<file path="src/rtl/stf_pkg.sv">
// Package for the sequence-tagged FIFO: widths, request codes and the
// result record shared by the controller and the output buffer.
// No dependencies.
`timescale 1ns / 1ps

package stf_pkg;

  localparam int unsigned DEPTH_DEF   = 16;
  localparam int unsigned VALUE_W_DEF = 32;
  localparam int unsigned MAX_RESULTS = 16;

  localparam int unsigned REQ_W     = 3;
  localparam int unsigned DATA_W    = 32;
  localparam int unsigned TAG_W     = 32;
  localparam int unsigned POS_W     = 5;
  localparam int unsigned TOTAL_W   = 5;
  localparam int unsigned OCC_OUT_W = 5;
  localparam int unsigned RES_CNT_W = $clog2(MAX_RESULTS + 1);

  localparam logic [TAG_W-1:0] SEQ_RESET = TAG_W'(1);
  localparam logic [TAG_W-1:0] SEQ_CLEAR = '0;

  typedef enum logic [REQ_W-1:0] {
    REQ_APPEND = 3'd0,
    REQ_READ   = 3'd1,
    REQ_PEEK   = 3'd2,
    REQ_POP    = 3'd3,
    REQ_CLEAR  = 3'd4
  } req_type_e;

  typedef struct packed {
    logic                 ok;
    logic [DATA_W-1:0]    value;
    logic [TAG_W-1:0]     tag;
    logic [OCC_OUT_W-1:0] occupancy;
    logic                 last;
  } rsp_t;

endpackage

</file>
<file path="src/rtl/stf_if.sv">
// Channel interfaces of the sequence-tagged FIFO: request and result.
// Depends on stf_pkg.
`timescale 1ns / 1ps

interface stf_req_if;
  import stf_pkg::*;

  logic                      valid;
  logic                      ready;
  logic [REQ_W-1:0]          req_type;
  logic [DATA_W-1:0]         entry_value;
  logic signed [POS_W-1:0]   position;
  logic [TOTAL_W-1:0]        pop_total;
  logic                      pop_must;

  modport source (
    output valid, req_type, entry_value, position, pop_total, pop_must,
    input  ready
  );
  modport sink (
    input  valid, req_type, entry_value, position, pop_total, pop_must,
    output ready
  );
endinterface

interface stf_rsp_if;
  import stf_pkg::*;

  logic                 valid;
  logic                 ready;
  logic                 ok;
  logic [DATA_W-1:0]    value_out;
  logic [TAG_W-1:0]     tag_out;
  logic [OCC_OUT_W-1:0] occupancy_out;
  logic                 last;

  modport source (
    output valid, ok, value_out, tag_out, occupancy_out, last,
    input  ready
  );
  modport sink (
    input  valid, ok, value_out, tag_out, occupancy_out, last,
    output ready
  );
endinterface

</file>
<file path="src/rtl/stf_ring_mem.sv">
// Ring store of the FIFO: one write port, one read port, registered read data.
// Depends on nothing but its parameters.
`timescale 1ns / 1ps

module stf_ring_mem #(
  parameter int unsigned DEPTH = 16,
  parameter int unsigned WIDTH = 64
) (
  input  logic                     clk_i,
  input  logic                     we_i,
  input  logic [$clog2(DEPTH)-1:0] waddr_i,
  input  logic [WIDTH-1:0]         wdata_i,
  input  logic                     re_i,
  input  logic [$clog2(DEPTH)-1:0] raddr_i,
  output logic [WIDTH-1:0]         rdata_o
);

  logic [WIDTH-1:0] mem_q [DEPTH];
  logic [WIDTH-1:0] rdata_q;

  // Write an entry
  always_ff @(posedge clk_i) begin
    if (we_i) begin
      mem_q[waddr_i] <= wdata_i;
    end
  end

  // Read into the registered output
  always_ff @(posedge clk_i) begin
    if (re_i) begin
      rdata_q <= mem_q[raddr_i];
    end
  end

  assign rdata_o = rdata_q;

endmodule

</file>
<file path="src/rtl/stf_out_buf.sv">
// Two-entry result buffer that drives the result channel.
// Depends on stf_pkg and stf_rsp_if.
`timescale 1ns / 1ps

module stf_out_buf (
  input  logic        clk_i,
  input  logic        rst_ni,
  input  logic        push_i,
  input  stf_pkg::rsp_t push_data_i,
  output logic [1:0]  count_o,
  stf_rsp_if.source   rsp_o
);
  import stf_pkg::*;

  rsp_t       ent_q [2];
  logic       wr_q, wr_d;
  logic       rd_q, rd_d;
  logic [1:0] cnt_q, cnt_d;
  logic       pop;
  rsp_t       head;

  assign pop = rsp_o.valid && rsp_o.ready;

  // Advance pointers and count
  always_comb begin
    wr_d  = push_i ? ~wr_q : wr_q;
    rd_d  = pop ? ~rd_q : rd_q;
    cnt_d = cnt_q + {1'b0, push_i} - {1'b0, pop};
  end

  always_ff @(posedge clk_i or negedge rst_ni) begin
    if (!rst_ni) begin
      wr_q  <= 1'b0;
      rd_q  <= 1'b0;
      cnt_q <= 2'd0;
    end else begin
      wr_q  <= wr_d;
      rd_q  <= rd_d;
      cnt_q <= cnt_d;
    end
  end

  // Hold result payloads
  always_ff @(posedge clk_i) begin
    if (push_i) begin
      ent_q[wr_q] <= push_data_i;
    end
  end

  assign head                = ent_q[rd_q];
  assign rsp_o.valid         = (cnt_q != 2'd0);
  assign rsp_o.ok            = head.ok;
  assign rsp_o.value_out     = head.value;
  assign rsp_o.tag_out       = head.tag;
  assign rsp_o.occupancy_out = head.occupancy;
  assign rsp_o.last          = head.last;
  assign count_o             = cnt_q;

endmodule

</file>
<file path="src/rtl/seq_tagged_fifo_with_index_read.sv">
// Sequence-tagged FIFO with indexed read: request decode, pointers, tag
// counter and the pop sequencer. Depends on stf_pkg, stf_if, stf_ring_mem
// and stf_out_buf.
//
// Usage:
//   req_i carries one request per transfer (append, read at a signed index,
//   peek front, batch pop, clear). rsp_o carries the results; every result
//   reports the occupancy after the whole request, and last marks the final
//   result of a request.
//   Append, clear, rejected and unknown requests: one result, written to the
//   output buffer in the cycle of the transfer, visible in the next cycle.
//   Read and peek: the result passes through the ring memory's read
//   register and then through the output buffer.
//   Batch pop of n entries: the transfer starts the pop sequencer, which
//   then issues one memory read per cycle while rsp_o is not stalled.
//   A new request is taken once the read data of the previous one has come
//   back and the two-entry output buffer has room: append, clear and
//   rejected requests can follow every cycle, a read or peek holds req_i
//   until its data is back and a pop until the sequencer is done.
//   Reset empties the FIFO and sets the tag counter to 1, so the first tag
//   handed out is 2. No clearing pass is needed. When rsp_o stalls, the
//   output buffer fills, the pop sequencer holds and req_i.ready drops.
`timescale 1ns / 1ps

module seq_tagged_fifo_with_index_read #(
  parameter int unsigned DEPTH       = stf_pkg::DEPTH_DEF,
  parameter int unsigned VALUE_WIDTH = stf_pkg::VALUE_W_DEF
) (
  input  logic       clk_i,
  input  logic       rst_ni,
  stf_req_if.sink    req_i,
  stf_rsp_if.source  rsp_o
);
  import stf_pkg::*;

  localparam int unsigned AW = $clog2(DEPTH);
  localparam int unsigned CW = $clog2(DEPTH + 1);
  localparam int unsigned XW = ((CW > POS_W) ? CW : POS_W) + 1;
  localparam int unsigned EW = TAG_W + VALUE_WIDTH;

  typedef enum logic [1:0] {
    S_IDLE = 2'b01,
    S_POP  = 2'b10
  } state_e;

  // Wrap an offset from a ring slot
  function automatic logic [AW-1:0] ring_slot(input logic [AW-1:0] base,
                                              input logic [AW-1:0] off);
    logic [AW:0] sum;
    sum = {1'b0, base} + {1'b0, off};
    if (sum >= (AW+1)'(DEPTH)) begin
      sum = sum - (AW+1)'(DEPTH);
    end
    return sum[AW-1:0];
  endfunction

  state_e               state_q, state_d;
  logic [AW-1:0]        front_q, front_d;
  logic [CW-1:0]        occ_q, occ_d;
  logic [TAG_W-1:0]     seq_q, seq_d;
  logic [RES_CNT_W-1:0] rem_q, rem_d;
  logic                 infl_q, infl_d;
  logic                 infl_tag_q, infl_tag_d;
  logic                 infl_last_q, infl_last_d;

  logic                   in_acc, deq;
  logic [1:0]             ob_count, cnt_eff;
  logic                   pop_space;
  req_type_e              req_e;
  logic [VALUE_WIDTH-1:0] val_w;
  logic                   app_ok;
  logic [XW-1:0]          occ_x, pos_u, back, rd_idx, total_x, pop_n;
  logic                   rd_ok, pop_ok;
  logic [AW-1:0]          rd_slot;

  logic          mem_we, mem_re;
  logic [AW-1:0] mem_waddr, mem_raddr;
  logic [EW-1:0] mem_wdata, mem_rdata;

  logic push;
  rsp_t push_data;

  // Handshakes and buffer room
  assign in_acc    = req_i.valid && req_i.ready;
  assign deq       = rsp_o.valid && rsp_o.ready;
  assign cnt_eff   = ob_count - {1'b0, deq};
  assign pop_space = ({1'b0, cnt_eff} + {2'b00, infl_q}) <= 3'd1;
  assign req_i.ready = (state_q == S_IDLE) && !infl_q && (cnt_eff != 2'd2);

  // Decode the request fields
  assign req_e  = req_type_e'(req_i.req_type);
  assign val_w  = VALUE_WIDTH'(req_i.entry_value);
  assign occ_x  = XW'(occ_q);
  assign app_ok = (val_w != '0) && (occ_x < XW'(DEPTH));

  // Indexed read: front-relative or tail-relative
  assign pos_u  = {{(XW-POS_W){req_i.position[POS_W-1]}}, req_i.position};
  assign back   = XW'(0) - pos_u;
  assign rd_ok  = req_i.position[POS_W-1] ? (back <= occ_x) : (pos_u < occ_x);
  assign rd_idx = req_i.position[POS_W-1] ? (occ_x - back) : pos_u;
  assign rd_slot = ring_slot(front_q, rd_idx[AW-1:0]);

  // Batch pop size, limited by the fill and the result cap
  assign total_x = XW'(req_i.pop_total);
  assign pop_ok  = (total_x != '0) && (occ_x != '0) &&
                   !(req_i.pop_must && (occ_x < total_x));
  always_comb begin
    pop_n = (total_x < occ_x) ? total_x : occ_x;
    if (pop_n > XW'(MAX_RESULTS)) begin
      pop_n = XW'(MAX_RESULTS);
    end
  end

  assign mem_waddr = ring_slot(front_q, occ_q[AW-1:0]);
  assign mem_wdata = {seq_d, val_w};

  // Request decode and pop sequencer
  always_comb begin
    state_d     = state_q;
    front_d     = front_q;
    occ_d       = occ_q;
    seq_d       = seq_q;
    rem_d       = rem_q;
    infl_d      = 1'b0;
    infl_tag_d  = infl_tag_q;
    infl_last_d = infl_last_q;
    mem_we      = 1'b0;
    mem_re      = 1'b0;
    mem_raddr   = front_q;
    push        = 1'b0;
    push_data   = '0;

    if (in_acc) begin
      push_data.last = 1'b1;
      unique case (req_e)
        REQ_APPEND: begin
          push = 1'b1;
          if (app_ok) begin
            seq_d         = seq_q + TAG_W'(1);
            occ_d         = occ_q + CW'(1);
            mem_we        = 1'b1;
            push_data.ok  = 1'b1;
            push_data.tag = seq_d;
          end
        end
        REQ_READ: begin
          if (rd_ok) begin
            mem_re      = 1'b1;
            mem_raddr   = rd_slot;
            infl_d      = 1'b1;
            infl_tag_d  = 1'b0;
            infl_last_d = 1'b1;
          end else begin
            push = 1'b1;
          end
        end
        REQ_PEEK: begin
          if (occ_q != '0) begin
            mem_re      = 1'b1;
            infl_d      = 1'b1;
            infl_tag_d  = 1'b1;
            infl_last_d = 1'b1;
          end else begin
            push = 1'b1;
          end
        end
        REQ_POP: begin
          if (pop_ok) begin
            state_d = S_POP;
            rem_d   = RES_CNT_W'(pop_n);
            occ_d   = occ_q - CW'(pop_n);
          end else begin
            push = 1'b1;
          end
        end
        REQ_CLEAR: begin
          push         = 1'b1;
          push_data.ok = 1'b1;
          front_d      = '0;
          occ_d        = '0;
          seq_d        = SEQ_CLEAR;
        end
        default: begin
          push = 1'b1;
        end
      endcase
      push_data.occupancy = OCC_OUT_W'(occ_d);
    end else if ((state_q == S_POP) && pop_space) begin
      // Issue one pop read and advance the front
      mem_re      = 1'b1;
      front_d     = ring_slot(front_q, AW'(1));
      rem_d       = rem_q - RES_CNT_W'(1);
      infl_d      = 1'b1;
      infl_tag_d  = 1'b1;
      infl_last_d = (rem_q == RES_CNT_W'(1));
      if (rem_q == RES_CNT_W'(1)) begin
        state_d = S_IDLE;
      end
    end

    // Return memory data as a result
    if (infl_q) begin
      push                = 1'b1;
      push_data.ok        = 1'b1;
      push_data.value     = DATA_W'(mem_rdata[VALUE_WIDTH-1:0]);
      push_data.tag       = infl_tag_q ? mem_rdata[EW-1:VALUE_WIDTH] : '0;
      push_data.occupancy = OCC_OUT_W'(occ_q);
      push_data.last      = infl_last_q;
    end
  end

  always_ff @(posedge clk_i or negedge rst_ni) begin
    if (!rst_ni) begin
      state_q <= S_IDLE;
      front_q <= '0;
      occ_q   <= '0;
      seq_q   <= SEQ_RESET;
      rem_q   <= '0;
      infl_q  <= 1'b0;
    end else begin
      state_q <= state_d;
      front_q <= front_d;
      occ_q   <= occ_d;
      seq_q   <= seq_d;
      rem_q   <= rem_d;
      infl_q  <= infl_d;
    end
  end

  // Hold result attributes of the read in flight
  always_ff @(posedge clk_i) begin
    infl_tag_q  <= infl_tag_d;
    infl_last_q <= infl_last_d;
  end

  stf_ring_mem #(
    .DEPTH (DEPTH),
    .WIDTH (EW)
  ) u_mem (
    .clk_i   (clk_i),
    .we_i    (mem_we),
    .waddr_i (mem_waddr),
    .wdata_i (mem_wdata),
    .re_i    (mem_re),
    .raddr_i (mem_raddr),
    .rdata_o (mem_rdata)
  );

  stf_out_buf u_out (
    .clk_i       (clk_i),
    .rst_ni      (rst_ni),
    .push_i      (push),
    .push_data_i (push_data),
    .count_o     (ob_count),
    .rsp_o       (rsp_o)
  );

  // An accepted append grows the fill by one
  a_append_grows: assert property (@(posedge clk_i) disable iff (!rst_ni)
    (in_acc && (req_e == REQ_APPEND) && app_ok) |=> (occ_q == $past(occ_q) + CW'(1)))
    else $error("append did not grow the fill");

  // The pop sequencer always has entries left to read
  a_pop_remaining: assert property (@(posedge clk_i) disable iff (!rst_ni)
    (state_q == S_POP) |-> (rem_q != '0))
    else $error("pop sequencer active with nothing left");

  // A clear empties the ring and zeroes the tag counter
  a_clear_state: assert property (@(posedge clk_i) disable iff (!rst_ni)
    (in_acc && (req_e == REQ_CLEAR)) |=> ((occ_q == '0) && (seq_q == SEQ_CLEAR)))
    else $error("clear left state behind");

  // Fill and front stay inside the ring
  a_ring_bounds: assert property (@(posedge clk_i) disable iff (!rst_ni)
    (occ_q <= CW'(DEPTH)) && ({1'b0, front_q} < (AW+1)'(DEPTH)))
    else $error("ring pointer out of range");

endmodule
</file>
<file path="src/flat_wrapper.sv">
// flat-port wrapper written by rule: the top's interface ports become plain ports
module seq_tagged_fifo_with_index_read_flat import stf_pkg::*;
#(
  parameter int unsigned DEPTH       = stf_pkg::DEPTH_DEF,
  parameter int unsigned VALUE_WIDTH = stf_pkg::VALUE_W_DEF
)
  (clk_i, rst_ni, req_i_valid, req_i_req_type, req_i_entry_value, req_i_position, req_i_pop_total, req_i_pop_must, req_i_ready, rsp_o_valid, rsp_o_ok, rsp_o_value_out, rsp_o_tag_out, rsp_o_occupancy_out, rsp_o_last, rsp_o_ready);
  stf_req_if req_i_i ();
  stf_rsp_if rsp_o_i ();
  input  logic clk_i;
  input  logic rst_ni;
  input wire logic [$bits(req_i_i.valid)-1:0] req_i_valid;
  input wire logic [$bits(req_i_i.req_type)-1:0] req_i_req_type;
  input wire logic [$bits(req_i_i.entry_value)-1:0] req_i_entry_value;
  input wire logic [$bits(req_i_i.position)-1:0] req_i_position;
  input wire logic [$bits(req_i_i.pop_total)-1:0] req_i_pop_total;
  input wire logic [$bits(req_i_i.pop_must)-1:0] req_i_pop_must;
  output wire logic [$bits(req_i_i.ready)-1:0] req_i_ready;
  output wire logic [$bits(rsp_o_i.valid)-1:0] rsp_o_valid;
  output wire logic [$bits(rsp_o_i.ok)-1:0] rsp_o_ok;
  output wire logic [$bits(rsp_o_i.value_out)-1:0] rsp_o_value_out;
  output wire logic [$bits(rsp_o_i.tag_out)-1:0] rsp_o_tag_out;
  output wire logic [$bits(rsp_o_i.occupancy_out)-1:0] rsp_o_occupancy_out;
  output wire logic [$bits(rsp_o_i.last)-1:0] rsp_o_last;
  input wire logic [$bits(rsp_o_i.ready)-1:0] rsp_o_ready;
  assign req_i_i.valid = req_i_valid;
  assign req_i_i.req_type = req_i_req_type;
  assign req_i_i.entry_value = req_i_entry_value;
  assign req_i_i.position = req_i_position;
  assign req_i_i.pop_total = req_i_pop_total;
  assign req_i_i.pop_must = req_i_pop_must;
  assign req_i_ready = req_i_i.ready;
  assign rsp_o_valid = rsp_o_i.valid;
  assign rsp_o_ok = rsp_o_i.ok;
  assign rsp_o_value_out = rsp_o_i.value_out;
  assign rsp_o_tag_out = rsp_o_i.tag_out;
  assign rsp_o_occupancy_out = rsp_o_i.occupancy_out;
  assign rsp_o_last = rsp_o_i.last;
  assign rsp_o_i.ready = rsp_o_ready;
  seq_tagged_fifo_with_index_read #(.DEPTH(DEPTH), .VALUE_WIDTH(VALUE_WIDTH)) u_core (.clk_i(clk_i), .rst_ni(rst_ni), .req_i(req_i_i), .rsp_o(rsp_o_i));
endmodule
</file>
<file path="config.mk">
export PLATFORM = sky130hd
export DESIGN_NAME = seq_tagged_fifo_with_index_read_flat
export DESIGN_NICKNAME = d
export VERILOG_FILES = /design/src/rtl/stf_pkg.sv /design/src/rtl/stf_if.sv /design/src/rtl/stf_ring_mem.sv /design/src/rtl/stf_out_buf.sv /design/src/rtl/seq_tagged_fifo_with_index_read.sv /design/src/flat_wrapper.sv
export SDC_FILE = /design/constraint.sdc
export NUM_CORES = 2
export LEC_CHECK = 0
export BUFFER_PORTS_ARGS = -buffer_cell sky130_fd_sc_hd__buf_2
export CAP_MARGIN = 15
export CORE_UTILIZATION = 51
export CTS_CLUSTER_DIAMETER = 120
export DETAILED_ROUTE_END_ITERATION = 7
export HOLD_SLACK_MARGIN = 0.05
export MAX_ROUTING_LAYER = met4
export PLACE_DENSITY = 0.79
export SYNTH_ARGS = -nofsm -noshare
export SYNTH_HDL_FRONTEND = slang
export SYNTH_HIERARCHICAL = 1
export SYNTH_SLANG_ARGS = --single-unit
</file>
<file path="constraint.sdc">
create_clock -name clk_i -period 9.25 [get_ports clk_i]
set_clock_uncertainty 0.15 [all_clocks]
set_input_delay 1.3875 -clock clk_i [delete_from_list [all_inputs] [get_ports clk_i]]
set_output_delay 1.3875 -clock clk_i [all_outputs]
set_load 0.05 [all_outputs]
</file>
==> impl_metrics.toml <==
[synth]
yosysUniqueCellTypes = 79
synth_fp_nets = 2641
ys_warn_count = 6
synthCells = 2550
avgSynthCellArea_sq_um = 20.0
syn-cell-area_sq_um = 51100
synthFlopType = "edfxtp_1"
async_flop_share_pct = 4.12
synth_seq_cells = 1285
synth-edff-count = 1232
ys_seq_area_share_pct = 75.0

[setup_path]
cp-startpoint = "req_i_position[0]"
worst-path-max-fanout = 51
crit_chain = "buf_2, inv_1, ha_1, inv_1, fa_1, nand2_1, o21ai_0, ha_1, a21o_1, a21o_1, a21oi_1, o2111ai_1, xnor2_1, nor2b_4, buf_4, a22oi_1, nand2_1"
arrival_ns = 6.17
endpoint_kind = "flip-flop"
crit_slowest_cell = "buf_4"
worst-setup-path-type = "input pin to flip-flop"
r2r-start = "u_core/occ_q[1]$_DFFE_PN0P_"
crit_buf_inv = 4
slowest_delay_ns = 0.87
worstPathRequired_ns = 9.65
cp_top_family = "buffers and inverters"
crit_path_start_kind = "input pin"

[routing]
first_pass_iters = 5
wirelength_um = 121000
drtAntennaViolNets = 0
avgRoutedWirePerCell_um = 29.2
vias_per_cell = 6.40
vias = 26500
drt-initial-drc-count = 3154
drc_errors = 0

[final_layout]
layout-drive-gt1-share_pct = 26.8
final_common_cell = "edfxtp_1"
final_net_count = 2826
areaGrowthSynthToFinish_pct = 12.2
fillers = 6798
most-common-layout-cells = "edfxtp_1 (1232), mux4_2 (256), nand2_1 (153), a22oi_1 (130)"

[job]
maxCapViolCount = 0

[die]
die_w_um = 319
pin_count = 123
fp.dieH_um = 319
row_count = 115
start_util_pct = 51.7
die_area_sq_um = 102000
core_sq_um = 98900

[timing]
fin_crit_ns = 5.76
worst_slew_pin_slew_ns = 1.16
finalSetupViolCount = 0
max_freq_mhz = 174
maxSlewHeadroom_pct = 21.9
rsz0062_at_grt = "false"
finalCritPeriodShare_pct = 62.3
whs_ns = 0.387
slew_viol_final = 0
hold_viol = 0
setup_tns_ns = 0

[clocking]
numClockSinks = 1285
post-cts-setup-buffer-count = 0
cts_made_buffers = 121
clk_latency_ns = 0.71
cts_resized = 0
clk_pin_slew_ns = 0.06
root_buffer = "clkbuf_16"
cts_max_level = 3
tritoncts = "yes"
clock_path_buffers = 3
postCtsHoldBufs = 0

[grt]
grt_max_degree = 112
grt_pass1_vias = 27200
grtUsageTotal_pct = 24.6
grt_antenna_before_repair = 6
overflow = 0
grt_pass1_wl_um = 177000

[place]
hpwl_um = 62800
placement.io_buffers = 122
place_congestion = 0.865

[power_and_ir_drop]
p_int_w = 0.00931
power_frac_clock_pct = 42.9
net-switching-power_w = 0.00232
power_frac_seq_pct = 54.8
power_leakage_nw = 17.2
pwr-share-comb_pct = 2.4
p_per_area_nw_per_um2 = 203
switching_share_pct = 20.0
power_w = 0.0116
ir_drop_uv = 203

[min_path]
worstHoldPathType = "flip-flop to flip-flop"
holdCritStartpoint = "u_core/rem_q[4]$_DFFE_PN0P_"

[outcome]
status = "finished clean"
synthesized netlist by cell type (22+ instances only):
cell type     n  area (sq um)
ha_1         37           463
mux2_4       69          1040
buf_2        25           125
dfrtp_1      51          1280
clkbuf_1     61           229
nand2_1     153           574
o21ai_0      80           400
edfxtp_1   1232         37000
xnor2_1      26           228
nor2_1       46           173
xor2_1       22           193
a21oi_1      31           155
inv_1        26          97.6
and2_1       40           250
mux4_2      256          5770
a22oi_1     130           976
worst paths after layout:
| kind | depth (start not counted) | end | slack, ns |
|---|---|---|---|
| max | 17 | u_core/u_mem/rdata_o[8]$_DFFE_PP_ | 3.49 |
| min | 1 | u_core/rem_q[4]$_DFFE_PN0P_ | 0.39 |
| max reg2reg | 12 | u_core/u_mem/rdata_o[8]$_DFFE_PP_ | 3.60 |
| min reg2reg | 1 | u_core/rem_q[4]$_DFFE_PN0P_ | 0.39 |
| max in group asynchronous | 2 | u_core/u_out/rd_q$_DFFE_PN0P_ | 7.53 |
| min in group asynchronous | 2 | u_core/seq_q[31]$_DFF_PN0_ | 0.69 |
worst reg2reg max path, stage by stage (launching register included):
cell and delay, ns:
dfrtp_1 0.71, inv_1 0.33, ha_1 0.41, nor2b_1 0.14, o21ai_0 0.19, a21oi_1 0.10
o21ai_0 0.40, and3_1 0.36, mux2_8 0.80, buf_4 0.93, mux4_2 0.48, a22oi_1 0.28
nand2_1 0.12
metal layers:
| layer | GRT usage, % | part of all wire, % | routed length (um) | vias up |
|---|---|---|---|---|
| li1 | - | - | - | 10800 |
| met1 | 31.9 | 37 | 44800 | 13600 |
| met2 | 38.5 | 49 | 58800 | 1700 |
| met3 | 5.49 | 11 | 13200 | 284 |
| met4 | 8.68 | 3.3 | 3970 | 0 |
| met5 | - | 0 | 0 | - |
sequential cells by signal, summed over array words and instances (netlist names), 2 cells and up:
signal / count
u_core/rem_q: 5
u_core/occ_q: 5
u_core/u_mem/rdata_o: 64
u_core/front_q: 4
u_core/u_mem/mem_q: 1024
u_core/seq_q: 32
u_core/u_out/count_o: 2
u_core/state_q: 2
u_core/u_out/ent_q: 142
metrics by stage:
| stage | area, sq um | setup slack, ns | utilization [%] | instances |
|---|---|---|---|---|
| 2_1_floorplan | 51100 | 0.790 | - | 2550 |
| 3_3_place_gp | 53300 | 3.07 | 53.9 | 3896 |
| 3_5_place_dp | 53300 | 2.92 | 53.9 | 3897 |
| 4_1_cts | 57300 | 3.58 | 58.0 | 4124 |
| 5_1_grt | 57300 | 3.24 | 58.0 | 4134 |
| 6_report | 57300 | 3.49 | 58.0 | 4135 |
power by group through the flow:
stage	sequential, W	clock (W)	combinational, W
finish	0.00637	0.00499	0.000274
global route	0.00638	0.00526	0.000296
CTS	0.00638	0.00505	0.000276
detailed placement	0.00650	0	0.000274
global placement	0.00650	0	0.000262
floorplan	0.00645	0	0.000275
cell type report:
| class | count | area [sq um] | share of cell area, % |
|---|---|---|---|
| Clock buffer | 142 | 3130 | 5.46 |
| Sequential cell | 1285 | 38300 | 66.8 |
| Antenna cell | 9 | 22.5 | 0.0393 |
| Multi-Input combinational cell | 1105 | 12100 | 21.1 |
| Clock inverter | 85 | 866 | 1.51 |
| Timing Repair Buffer | 193 | 1180 | 2.06 |
| Inverter | 29 | 109 | 0.190 |
| Tap cell | 1287 | 1610 | 2.81 |
cell families (layout without fill, tap and decap cells):
group	after synthesis	after routing	synth area share [%]
other	0	9	0
and+or+nand+nor	349	349	3.47
AOI/OAI and AO/OA	333	333	4.43
adders and majority gates	41	41	1.06
muxes	334	334	13.5
xor gates and xnor gates	48	48	0.822
buffers and inverters	160	449	1.76
DFF	1285	1285	75.0
Power figures use the tool's default switching activity.
